$ cat src/rtl/ple_pkg.sv
// ----------------------------------------------------------------------------
// ple_pkg: shared types and constants for the positional list engine
// Operation codes, status codes, sequencer states and default sizes.
// ----------------------------------------------------------------------------
package ple_pkg;

  localparam int unsigned LIST_DEPTH_DEF  = 128;
  localparam int unsigned VALUE_WIDTH_DEF = 32;

  typedef enum logic [2:0] {
    MODE_CLEAR  = 3'd0,
    MODE_INSERT = 3'd1,
    MODE_DELETE = 3'd2,
    MODE_SEARCH = 3'd3,
    MODE_READ   = 3'd4
  } ple_mode_t;

  typedef enum logic [1:0] {
    ST_OK       = 2'd0,
    ST_BADPOS   = 2'd1,
    ST_FULL     = 2'd2,
    ST_NOTFOUND = 2'd3
  } ple_status_t;

  typedef enum logic [3:0] {
    S_IDLE,
    S_INS_RD,
    S_INS_WR,
    S_DEL_RD,
    S_DEL_WR,
    S_SRCH_RD,
    S_SRCH_CMP,
    S_READ_RD,
    S_READ_WAIT,
    S_DONE
  } ple_state_t;

  // result handoff from sequencer to output register
  typedef struct packed {
    logic        valid;
    ple_status_t status;
  } ple_res_ctrl_t;

endpackage

$ cat src/rtl/ple_ram.sv
// ----------------------------------------------------------------------------
// ple_ram: generic simple dual-port RAM
// One write port, one read port, registered read data.
// ----------------------------------------------------------------------------
module ple_ram #(
  parameter int unsigned WIDTH = 32,
  parameter int unsigned DEPTH = 128
) (
  input  logic                     clk,
  input  logic                     we,
  input  logic [$clog2(DEPTH)-1:0] waddr,
  input  logic [WIDTH-1:0]         wdata,
  input  logic                     re,
  input  logic [$clog2(DEPTH)-1:0] raddr,
  output logic [WIDTH-1:0]         rdata
);

  logic [WIDTH-1:0] mem [DEPTH];
  logic [WIDTH-1:0] rdata_r;

  always_ff @(posedge clk) begin
    if (we) begin
      mem[waddr] <= wdata;
    end
    if (re) begin
      rdata_r <= mem[raddr];
    end
  end

  assign rdata = rdata_r;

endmodule

$ cat src/rtl/ple_core.sv
// ----------------------------------------------------------------------------
// ple_core: operation sequencer and shared index compare unit
// Steps through the list memory one entry at a time for shift and search.
// ----------------------------------------------------------------------------
module ple_core import ple_pkg::*; #(
  parameter int unsigned LIST_DEPTH  = LIST_DEPTH_DEF,
  parameter int unsigned VALUE_WIDTH = VALUE_WIDTH_DEF,
  parameter int unsigned CNT_W       = $clog2(LIST_DEPTH + 1),
  parameter int unsigned AW          = $clog2(LIST_DEPTH)
) (
  input  logic                   clk,
  input  logic                   rst_n,
  // request
  input  logic                   in_valid,
  output logic                   in_ready,
  input  logic [2:0]             in_mode,
  input  logic [CNT_W-1:0]       in_position,
  input  logic [VALUE_WIDTH-1:0] in_item_value,
  // result handoff
  output ple_res_ctrl_t          res,
  input  logic                   res_ready,
  output logic [CNT_W-1:0]       res_found,
  output logic [VALUE_WIDTH-1:0] res_rdval,
  output logic [CNT_W-1:0]       res_count,
  // list memory
  output logic                   ram_we,
  output logic [AW-1:0]          ram_waddr,
  output logic [VALUE_WIDTH-1:0] ram_wdata,
  output logic                   ram_re,
  output logic [AW-1:0]          ram_raddr,
  input  logic [VALUE_WIDTH-1:0] ram_rdata
);

  ple_state_t             state_r, state_nxt;
  logic [CNT_W-1:0]       count_r, count_nxt;
  logic [CNT_W-1:0]       idx_r, idx_nxt;
  logic [CNT_W-1:0]       pos_r, pos_nxt;
  logic [VALUE_WIDTH-1:0] val_r, val_nxt;
  ple_status_t            status_r, status_nxt;
  logic [CNT_W-1:0]       found_r, found_nxt;
  logic [VALUE_WIDTH-1:0] rdval_r, rdval_nxt;

  logic                   accept;
  logic                   full;
  logic                   ins_pos_ok;
  logic                   acc_pos_ok;
  logic [CNT_W:0]         idx_inc;
  logic [CNT_W-1:0]       idx_dec;
  logic [CNT_W-1:0]       pos_dec;
  logic [CNT_W:0]         cmp_a;
  logic [CNT_W:0]         cmp_b;
  logic                   loop_go;
  logic                   hit;

  assign accept = in_valid && in_ready;
  assign in_ready = (state_r == S_IDLE);

  // request checks on the incoming item
  assign full       = (count_r == CNT_W'(LIST_DEPTH));
  assign ins_pos_ok = (in_position != '0) &&
                      ({1'b0, in_position} <= ({1'b0, count_r} + 1'b1));
  assign acc_pos_ok = (in_position != '0) && (in_position <= count_r);

  assign idx_inc = {1'b0, idx_r} + 1'b1;
  assign idx_dec = idx_r - 1'b1;
  assign pos_dec = pos_r - 1'b1;

  // shared loop compare: a < b, operands picked by the running operation
  always_comb begin
    cmp_a = {1'b0, idx_r};
    cmp_b = {1'b0, count_r};
    case (state_r)
      S_INS_RD: begin
        cmp_a = {1'b0, pos_r};
        cmp_b = idx_inc;
      end
      S_DEL_RD: begin
        cmp_a = idx_inc;
        cmp_b = {1'b0, count_r};
      end
      default: begin
        cmp_a = {1'b0, idx_r};
        cmp_b = {1'b0, count_r};
      end
    endcase
  end

  assign loop_go = (cmp_a < cmp_b);
  assign hit     = (ram_rdata == val_r);

  // next state
  always_comb begin
    state_nxt = state_r;
    case (state_r)
      S_IDLE: begin
        if (accept) begin
          case (ple_mode_t'(in_mode))
            MODE_INSERT: state_nxt = (!full && ins_pos_ok) ? S_INS_RD : S_DONE;
            MODE_DELETE: state_nxt = acc_pos_ok ? S_DEL_RD : S_DONE;
            MODE_SEARCH: state_nxt = S_SRCH_RD;
            MODE_READ:   state_nxt = acc_pos_ok ? S_READ_RD : S_DONE;
            default:     state_nxt = S_DONE;
          endcase
        end
      end
      S_INS_RD:    state_nxt = loop_go ? S_INS_WR : S_DONE;
      S_INS_WR:    state_nxt = S_INS_RD;
      S_DEL_RD:    state_nxt = loop_go ? S_DEL_WR : S_DONE;
      S_DEL_WR:    state_nxt = S_DEL_RD;
      S_SRCH_RD:   state_nxt = loop_go ? S_SRCH_CMP : S_DONE;
      S_SRCH_CMP:  state_nxt = hit ? S_DONE : S_SRCH_RD;
      S_READ_RD:   state_nxt = S_READ_WAIT;
      S_READ_WAIT: state_nxt = S_DONE;
      S_DONE:      state_nxt = res_ready ? S_IDLE : S_DONE;
      default:     state_nxt = S_IDLE;
    endcase
  end

  // datapath and memory control
  always_comb begin
    count_nxt  = count_r;
    idx_nxt    = idx_r;
    pos_nxt    = pos_r;
    val_nxt    = val_r;
    status_nxt = status_r;
    found_nxt  = found_r;
    rdval_nxt  = rdval_r;
    ram_we     = 1'b0;
    ram_waddr  = idx_r[AW-1:0];
    ram_wdata  = ram_rdata;
    ram_re     = 1'b0;
    ram_raddr  = idx_r[AW-1:0];
    case (state_r)
      S_IDLE: begin
        if (accept) begin
          pos_nxt    = in_position;
          val_nxt    = in_item_value;
          status_nxt = ST_OK;
          found_nxt  = '0;
          rdval_nxt  = '0;
          case (ple_mode_t'(in_mode))
            MODE_CLEAR: count_nxt = '0;
            MODE_INSERT: begin
              if (full) begin
                status_nxt = ST_FULL;
              end else if (!ins_pos_ok) begin
                status_nxt = ST_BADPOS;
              end
              idx_nxt = count_r;
            end
            MODE_DELETE: begin
              if (!acc_pos_ok) begin
                status_nxt = ST_BADPOS;
              end
              idx_nxt = in_position - 1'b1;
            end
            MODE_SEARCH: idx_nxt = '0;
            MODE_READ: begin
              if (!acc_pos_ok) begin
                status_nxt = ST_BADPOS;
              end
            end
            default: ;
          endcase
        end
      end
      S_INS_RD: begin
        // move entry idx-1 up to idx; when done, drop the new value in
        if (loop_go) begin
          ram_re    = 1'b1;
          ram_raddr = idx_dec[AW-1:0];
        end else begin
          ram_we    = 1'b1;
          ram_waddr = pos_dec[AW-1:0];
          ram_wdata = val_r;
          count_nxt = count_r + 1'b1;
        end
      end
      S_INS_WR: begin
        ram_we    = 1'b1;
        ram_waddr = idx_r[AW-1:0];
        ram_wdata = ram_rdata;
        idx_nxt   = idx_dec;
      end
      S_DEL_RD: begin
        // move entry idx+1 down to idx
        if (loop_go) begin
          ram_re    = 1'b1;
          ram_raddr = idx_inc[AW-1:0];
        end else begin
          count_nxt = count_r - 1'b1;
        end
      end
      S_DEL_WR: begin
        ram_we    = 1'b1;
        ram_waddr = idx_r[AW-1:0];
        ram_wdata = ram_rdata;
        idx_nxt   = idx_inc[CNT_W-1:0];
      end
      S_SRCH_RD: begin
        if (loop_go) begin
          ram_re    = 1'b1;
          ram_raddr = idx_r[AW-1:0];
        end else begin
          status_nxt = ST_NOTFOUND;
        end
      end
      S_SRCH_CMP: begin
        if (hit) begin
          found_nxt = idx_inc[CNT_W-1:0];
        end else begin
          idx_nxt = idx_inc[CNT_W-1:0];
        end
      end
      S_READ_RD: begin
        ram_re    = 1'b1;
        ram_raddr = pos_dec[AW-1:0];
      end
      S_READ_WAIT: rdval_nxt = ram_rdata;
      default: ;
    endcase
  end

  always_ff @(posedge clk) begin
    if (!rst_n) begin
      state_r <= S_IDLE;
      count_r <= '0;
    end else begin
      state_r <= state_nxt;
      count_r <= count_nxt;
    end
  end

  always_ff @(posedge clk) begin
    idx_r    <= idx_nxt;
    pos_r    <= pos_nxt;
    val_r    <= val_nxt;
    status_r <= status_nxt;
    found_r  <= found_nxt;
    rdval_r  <= rdval_nxt;
  end

  assign res.valid  = (state_r == S_DONE);
  assign res.status = status_r;
  assign res_found  = found_r;
  assign res_rdval  = rdval_r;
  assign res_count  = count_r;

`ifndef NO_ASSERTIONS
  a_count_range: assert property (@(posedge clk) disable iff (!rst_n)
    count_r <= CNT_W'(LIST_DEPTH))
    else $error("entry count above list depth");

  a_no_write_idle: assert property (@(posedge clk) disable iff (!rst_n)
    (state_r == S_IDLE || state_r == S_DONE) |-> !ram_we)
    else $error("memory write outside an operation");

  a_clear_empties: assert property (@(posedge clk) disable iff (!rst_n)
    (accept && in_mode == MODE_CLEAR) |=> (count_r == '0))
    else $error("clear did not empty the list");

  a_notfound_zero: assert property (@(posedge clk) disable iff (!rst_n)
    (res.valid && res.status == ST_NOTFOUND) |-> (found_r == '0))
    else $error("failed search reports a position");
`endif

endmodule

$ cat src/rtl/positional_list_engine_top.sv
// ----------------------------------------------------------------------------
// positional_list_engine_top: ordered list with insert, delete, search, read
// Sequencer over a single list memory plus an output result register.
// ----------------------------------------------------------------------------
// Steps (c = count, p = position): insert moves entries p..c up one place, delete
//   moves entries p+1..c down one place, search compares entries from the first until
//   a hit or entry c, read does one memory read; each result then goes through the
//   output register. One transaction at a time; each shift or compare step is a read
//   state then a write or compare state, as each entry passes the one read port.
// Reset (rst_n low, synchronous): list emptied, no result pending.
// ----------------------------------------------------------------------------
module positional_list_engine_top import ple_pkg::*; #(
  parameter int unsigned LIST_DEPTH  = LIST_DEPTH_DEF,
  parameter int unsigned VALUE_WIDTH = VALUE_WIDTH_DEF,
  parameter int unsigned CNT_W       = $clog2(LIST_DEPTH + 1)
) (
  input  logic                   clk,
  input  logic                   rst_n,
  // input channel
  input  logic                   in_valid,
  output logic                   in_ready,
  input  logic [2:0]             in_mode,
  input  logic [CNT_W-1:0]       in_position,
  input  logic [VALUE_WIDTH-1:0] in_item_value,
  // result channel
  output logic                   out_valid,
  input  logic                   out_ready,
  output logic [1:0]             out_status,
  output logic [CNT_W-1:0]       out_found_position,
  output logic [VALUE_WIDTH-1:0] out_read_value,
  output logic [CNT_W-1:0]       out_count_now
);

  localparam int unsigned AW = $clog2(LIST_DEPTH);

  ple_res_ctrl_t          res;
  logic                   res_ready;
  logic [CNT_W-1:0]       res_found;
  logic [VALUE_WIDTH-1:0] res_rdval;
  logic [CNT_W-1:0]       res_count;

  logic                   ram_we;
  logic [AW-1:0]          ram_waddr;
  logic [VALUE_WIDTH-1:0] ram_wdata;
  logic                   ram_re;
  logic [AW-1:0]          ram_raddr;
  logic [VALUE_WIDTH-1:0] ram_rdata;

  // output result register; frees the sequencer while a result waits
  logic                   out_valid_r, out_valid_nxt;
  logic [1:0]             status_r;
  logic [CNT_W-1:0]       found_r;
  logic [VALUE_WIDTH-1:0] rdval_r;
  logic [CNT_W-1:0]       count_r;
  logic                   load;

  // list storage: one entry per position, read data registered
  ple_ram #(
    .WIDTH (VALUE_WIDTH),
    .DEPTH (LIST_DEPTH)
  ) u_list_ram (
    .clk   (clk),
    .we    (ram_we),
    .waddr (ram_waddr),
    .wdata (ram_wdata),
    .re    (ram_re),
    .raddr (ram_raddr),
    .rdata (ram_rdata)
  );

  // operation sequencer
  ple_core #(
    .LIST_DEPTH  (LIST_DEPTH),
    .VALUE_WIDTH (VALUE_WIDTH),
    .CNT_W       (CNT_W),
    .AW          (AW)
  ) u_core (
    .clk           (clk),
    .rst_n         (rst_n),
    .in_valid      (in_valid),
    .in_ready      (in_ready),
    .in_mode       (in_mode),
    .in_position   (in_position),
    .in_item_value (in_item_value),
    .res           (res),
    .res_ready     (res_ready),
    .res_found     (res_found),
    .res_rdval     (res_rdval),
    .res_count     (res_count),
    .ram_we        (ram_we),
    .ram_waddr     (ram_waddr),
    .ram_wdata     (ram_wdata),
    .ram_re        (ram_re),
    .ram_raddr     (ram_raddr),
    .ram_rdata     (ram_rdata)
  );

  // take a new result when the register is empty or being drained
  assign res_ready = !out_valid_r || out_ready;
  assign load      = res.valid && res_ready;

  always_comb begin
    out_valid_nxt = out_valid_r;
    if (load) begin
      out_valid_nxt = 1'b1;
    end else if (out_ready) begin
      out_valid_nxt = 1'b0;
    end
  end

  always_ff @(posedge clk) begin
    if (!rst_n) begin
      out_valid_r <= 1'b0;
    end else begin
      out_valid_r <= out_valid_nxt;
    end
  end

  always_ff @(posedge clk) begin
    if (load) begin
      status_r <= res.status;
      found_r  <= res_found;
      rdval_r  <= res_rdval;
      count_r  <= res_count;
    end
  end

  assign out_valid          = out_valid_r;
  assign out_status         = status_r;
  assign out_found_position = found_r;
  assign out_read_value     = rdval_r;
  assign out_count_now      = count_r;

endmodule
$ cat config.mk
export PLATFORM = sky130hd
export DESIGN_NAME = positional_list_engine_top
export DESIGN_NICKNAME = d
export VERILOG_FILES = /design/src/rtl/ple_pkg.sv /design/src/rtl/ple_ram.sv /design/src/rtl/ple_core.sv /design/src/rtl/positional_list_engine_top.sv
export SDC_FILE = /design/constraint.sdc
export NUM_CORES = 2
export LEC_CHECK = 0
export BUFFER_PORTS_ARGS = -buffer_cell sky130_fd_sc_hd__buf_4
export CORE_MARGIN = 2
export CORE_UTILIZATION = 50
export DETAILED_ROUTE_END_ITERATION = 6
export MAX_ROUTING_LAYER = met4
export PLACE_DENSITY = 0.65
export SLEW_MARGIN = 20
export SYNTH_ARGS = -nofsm -noshare
export SYNTH_HDL_FRONTEND = slang
export SYNTH_SLANG_ARGS = --single-unit
$ cat constraint.sdc
create_clock -name clk -period 7.4 [get_ports clk]
set_input_delay 0.37 -clock clk [delete_from_list [all_inputs] [get_ports clk]]
set_output_delay 0.37 -clock clk [all_outputs]
set_load 0.05 [all_outputs]
## Word level (Yosys, flattened, before mapping)

Memories as Yosys holds them, arrays and structs flattened. A register that Yosys moved wholly into a read port is not among the register bits.
Cells that the tools add are included.

| word-level totals | value |
|---|---|
| memories | 1 |
| bits in writable memories | 4096 |
| output and inout bits | 52 |
| input bits | 47 |
| register bits | 153 |
| word-level logic and storage cells | 122 |

Memory list:

| memory | words | width | rd ports | clocked after memory_dff | write ports | RTL line | source |
|---|---|---|---|---|---|---|---|
| u_list_ram.mem | 128 | 32 | 1 | 1 | 1 | ple_ram.sv:18 | `logic [WIDTH-1:0] mem [DEPTH];` |

| cells by class | value |
|---|---|
| equal/unequal tests | 23 |
| multiplexer cells | 49 |
| reductions and logical operators | 26 |
| add/subtract/negate cells | 7 |
| $lt $le $gt $ge | 3 |

Operators by type and width:

| operator | number |
|---|---|
| 32-bit two-way mux | 3 |
| 8-bit two-way mux | 8 |
| 32-bit one-hot mux with 2 select lines | 1 |
| 8-bit one-hot mux with 3 select lines | 2 |
| 4-bit one-hot mux with 10 select lines | 1 |
| 4-bit two-way mux | 9 |
| 32-bit equality test | 1 |
| 8-bit one-hot mux with 4 select lines | 1 |
| 7-bit two-way mux | 4 |
| 8-bit by 1-bit subtractor with 8-bit output (second input constant) | 3 |
| 7-bit one-hot mux with 3 select lines | 1 |
| 8-bit by 1-bit adder with 9-bit output (second input constant) | 2 |
| 9-bit one-hot mux with 2 select lines | 1 |
| 4-bit by 3-bit equality test with 1-bit output (second input constant) | 4 |
| 4-bit one-hot mux with 4 select lines | 1 |
| 8-bit one-hot mux with 2 select lines | 1 |
| 2-bit inequality test (second input constant) | 6 |
| 8-bit by 9-bit less-or-equal comparator with 1-bit output | 1 |
| 9-bit < comparator | 1 |
| 9-bit two-way mux | 1 |
| 8-bit by 1-bit adder with 8-bit output (second input constant) | 1 |
| 4-bit by 2-bit equality test with 1-bit output (second input constant) | 2 |
| 4-bit equality test (second input constant) | 2 |
| 8-bit equality test (second input constant) | 1 |
| other kinds (27) | 50 |

## Longest topological paths before layout

| logic depth | value |
|---|---|
| depth after elaboration | 8 |
| depth in mapped cells | 26 |
| gate-level depth less buffers | 18 |

## By module

From an unflattened synthesis, not the netlist that was laid out.

| second synthesis, totals | value |
|---|---|
| cell total of the unflattened synthesis | 6719 |
| area, all modules | 164936.9 um^2 |

Modules (own cells, without submodules):

| module | sequential area each (um^2) | area an instance (um^2) | times used | cells each |
|---|---|---|---|---|
| ple_ram | 123958.9 | 156596.4 | 1 | 5990 |
| ple_core | 2942.8 | 6781.5 | 1 | 674 |
| positional_list_engine_top | 1521.5 | 1559.0 | 1 | 55 |

## Worst setup path before layout

Ideal clock, no wire load.

| path | value |
|---|---|
| kind | reg2reg |
| from | reg u_core.state_r[1] |
| to | mem u_list_ram.mem[0][10], data pin |
| data arrival time | 5810 ps |
| period minus slack after synthesis | 6321 ps |
| stages on the path, launching flop included | 19 |
| path buffers | 8 |
| setup time | 511 ps |
| required time | 6889 ps |
| path slack | 1079 ps |
| path through | dfxtp_1 > clkbuf_1 > buf_1 > clkbuf_1 > clkbuf_1 > a211oi_1 > a21o_1 > ha_1 > a21oi_1 > o21ai_1 > a211oi_2 > nand2_4 > clkbuf_1 > nand2_1 > clkbuf_1 > clkbuf_1 > buf_1 > nand2_1 > nand2_1 |

| between the ends | value |
|---|---|
| longest elaborated chain between the ends | 5 |
| elaborated cells between the ends (all ways) | 7 |
| those cells by class | order compare (1); eq/ne (2); mux (4) |

RTL lines:

| element | RTL line | source |
|---|---|---|
| start, declared | ple_core.sv:34 | `ple_state_t state_r, state_nxt;` |
| start signal, assigned | ple_core.sv:229 | `state_r <= state_nxt;` |
| 4-bit by 2-bit equality test with 1-bit output / 4-bit by 1-bit equality test with 1-bit output (equally long branches) | ple_core.sv:72, ple_core.sv:133 |  |
| 9-bit one-hot mux with 2 select lines / 9-bit two-way mux (equally long branches) | ple_core.sv:72 | `case (state_r)` |
| 9-bit < comparator | ple_core.sv:88 | `assign loop_go = (cmp_a < cmp_b);` |
| 32-bit two-way mux | ple_core.sv:169 | `if (loop_go) begin` |
| 32-bit two-way mux * | ple_core.sv:133 | `case (state_r)` |
| net ram_wdata[10] | positional_list_engine_top.sv:44 | `logic [VALUE_WIDTH-1:0] ram_wdata;` |
| end, declared | ple_ram.sv:18 |  |

Mark *: on every way through the listed nets, which the timed path passes. The rest lies on a longest branch.

## Worst setup path after layout

| path | value |
|---|---|
| from | reg u_core.idx_r[0] |
| to | reg u_list_ram.rdata_r[29] (netlist: u_list_ram.rdata[29]), read port of u_list_ram.mem, data pin |

| between the ends | value |
|---|---|
| longest elaborated chain between the ends | 5 |
| elaborated cells between the ends (all ways) | 10 |
| those cells by class | add/sub (2); order compare (1); mux (7) |

RTL lines:

| element | RTL line | source |
|---|---|---|
| start, declared | ple_core.sv:36 | `logic [CNT_W-1:0] idx_r, idx_nxt;` |
| start signal, assigned | ple_core.sv:235 | `idx_r <= idx_nxt;` |
| 8-bit by 1-bit adder with 9-bit output | ple_core.sv:64 | `assign idx_inc = {1'b0, idx_r} + 1'b1;` |
| 9-bit one-hot mux with 2 select lines / 9-bit two-way mux (equally long branches) | ple_core.sv:72 |  |
| 9-bit < comparator | ple_core.sv:88 |  |
| 7-bit two-way mux (tied with other cells) | ple_core.sv:187 | `if (loop_go) begin` |
| 7-bit one-hot mux with 3 select lines / 1-bit one-hot mux with 2 select lines (equally long branches) | ple_core.sv:133 |  |
| end, declared | ple_ram.sv:19 | `logic [WIDTH-1:0] rdata_r;` |

Parallel ways exist; a longest one is shown, timed or not.
A chain may end at the register's enable or synchronous reset.

==> results.tsv <==
metric	value	unit
status	finished, violations left	
failing checks	design-rule violations	
Mapped Area	171000	µm²
required time worst endpoint	8110	ps
Finish-stage setup viols	0	
Seq/Total Area, Yosys	75.0	%
Post-synth EDFFs	4268	
worst hold-check path type	input port to register	
Wirelength per Cell	33.0	µm
met2 GRT Util	45.2	%
Final WS setup	325	ps
Syn Area/Cell	15.4	µm²
relative slew slack	12.1	%
Async SR Flop Fraction	0	%
Yosys Warn Count	0	
initial antenna violation count	37	
met1 Resource Use GR	42.9	%
largest net degree at the start of global routing	208	
1st-pass router iterations	7	
Critical Path Start	u_core.idx_r[0]$_DFFE_PP_	
Slew Limit Fails	0	
worst-margin pin slew	1300	ps
Setup crit end kind	register	
GRT Overall Usage	31.3	%
Final ANT Viol Nets	0	
vias per inst	6.66	
most frequent cell after synthesis	edfxtp_1	
Final Skew	58.8	ps
Distinct cells, synth	88	
area delta synth->final	15.1	%
core area	340000	µm²
Synth Instances	11151	
placement row count	214	
DR iter-0 viols	17930	
min-delay src	in_item_value[25]	
reg2reg start	u_core.idx_r[0]$_DFFE_PP_	
syn_nets	11235	
GRT busiest layer	met2	
unrepaired setup endpoints after global routing	false	
CTS sink count	4281	
first-pass GRT wire length	759000	µm
crit path kind	register to register	
pre-CTS setup slack	384	ps
Clock transition at path regs	60	ps
layout cells sized above 1	13.3	%
WL final	541000	µm
Main synth FF type	edfxtp_1	
max_cap viols	0	
post-CTS setup buffers	0	
CTS tree	yes	
via count	108985	
PortBufs	98	
IO Pins	99	
Max Fclk	0.141	GHz
CTS max path bufs	4	
Initial Util	50.3	%
Synth area leaders	edfxtp_1, and3_1, mux2i_1	
critical path startpoint category	register	
Period minus WS final	7070	ps
area leader, netlist	edfxtp_1	
Remaining DRCs	1	
met3 GRT Util	7.09	%
worst-path maximum fanout	30	
Worst EP arrival	7790	ps
top-area cell type share of the netlist area	74.8	%
vias in the first global route	102698	
clock latency on the worst-skew pair	1010	ps
H-tree depth	5	
most common library cells after synthesis	edfxtp_1, nand2_1, and3_1, a211oi_1, clkbuf_1	
grt ovf	0	
CTS root buf	clkbuf_16	
setup TNS	0	ps
Fin. Hold Viols	0	
fin nets	11545	
HPWL after DPL	305000	µm
Chip Width	589	µm
Final GP Congestion	0.941	
#FFs+latches synth	4281	
Die H	589	µm
total die area	347000	µm²
Num CTS Buffers	421	
final period utilization	95.6	%
## worst max-delay path, cell delays in order (launching register included)
cell,delay [ps]
edfxtp_1,400
buf_4,220
ha_1,330
and3_1,240
and2_0,230
xnor2_1,370
nor2_1,80
a21oi_1,150
ha_1,280
nand3_1,90
a21boi_0,180
a211o_1,460
o21ai_4,220
buf_12,220
nand2_4,460
buf_12,410
buf_4,260
buf_4,240
a2111oi_0,500
a211o_1,190
a21boi_0,200
o2111ai_1,500
a211o_1,450
## placed cells by master, fill, tap and decap left out, drive strengths merged, types with 45 or more instances in the layout
cell         count
nand3          450
a211oi         732
clkbuf         517
a32oi          170
nand2         1204
clkinv         192
a2111oi        279
and3          1005
o22ai          162
edfxtp        4268
a211o           65
mux2i          583
buf            711
bufinv          45
nor2           195
or4            272
dlygate4sd3     49
o22a            62
a21oi          156
a31oi           70
o21ai           45
## registers in the layout, summed over array words and instances (netlist names)
name and cells:
u_core.res_count 8, u_core.val_r 32, u_list_ram.rdata 32, u_core.idx_r 8, u_core.res_found 8, out_count_now 8, out_read_value 32, out_status 2
u_core.state_r 4, u_core.status_r 2, u_core.res_rdval 32, u_list_ram.mem 4096, u_core.pos_r 8, out_valid 1, out_found_position 8
## layer usage
layer	vias to the layer above	part of all wire (%)	wire length, µm
met5	-	0	0
met4	0	4.9	26400
met3	1141	13	68700
met2	7507	44	239000
met1	55110	38	207000
li1	45227	-	-
## metrics by stage
stage / utilization [%] / instances / hold WS, ps / area [µm²]
3_5_place_dp: 53.7 / 15525 / 405 / 183000
6_report: 57.9 / 16369 / 98.1 / 197000
3_3_place_gp: 53.7 / 15523 / 406 / 183000
4_1_cts: 57.9 / 16355 / 54.0 / 197000
2_1_floorplan: - / 11151 / 400 / 171000
5_1_grt: 57.9 / 16365 / 88.9 / 197000
## timing repair
item | in CTS | in global routing
setup endpoints to repair | 0 | 1
hold buffers | 49 | 0
hold endpoints to repair | 57 | 0
gates resized for setup | 0 | 1
## kinds of logic after synthesis
family | synth area share, %
AND/OR/NAND/NOR | 9.82
multiplexers | 3.64
AO/OA/AOI/OAI | 8.77
XOR/XNOR | 0.348
buffers and inverters | 2.14
adder cells (fa/ha/maj) | 0.275
flip-flops | 75.0
## cell type report
class	count	area, µm²
antenna	14	35.0
sequential	4281	128000
tap	4536	5680
clock buffer	517	11000
multi-input combinational	5972	40700
inverter	25	93.8
fill	25299	143000
timing repair buffer	760	8490
clock inverter	264	2600
## worst paths after layout
check / to / slack [ps] / cells past startpoint
max reg2reg: u_list_ram.rdata[29]$_DFFE_PP_ / 330 / 22
min: u_core.val_r[25]$_DFFE_PP_ / 100 / 2
min reg2reg: out_read_value[20]$_DFFE_PP_ / 410 / 0
max: u_list_ram.rdata[29]$_DFFE_PP_ / 330 / 22
Power is left out: the tool's default activity adds up to more than one toggle a clock period on the data nets, which glitch-free logic cannot reach.
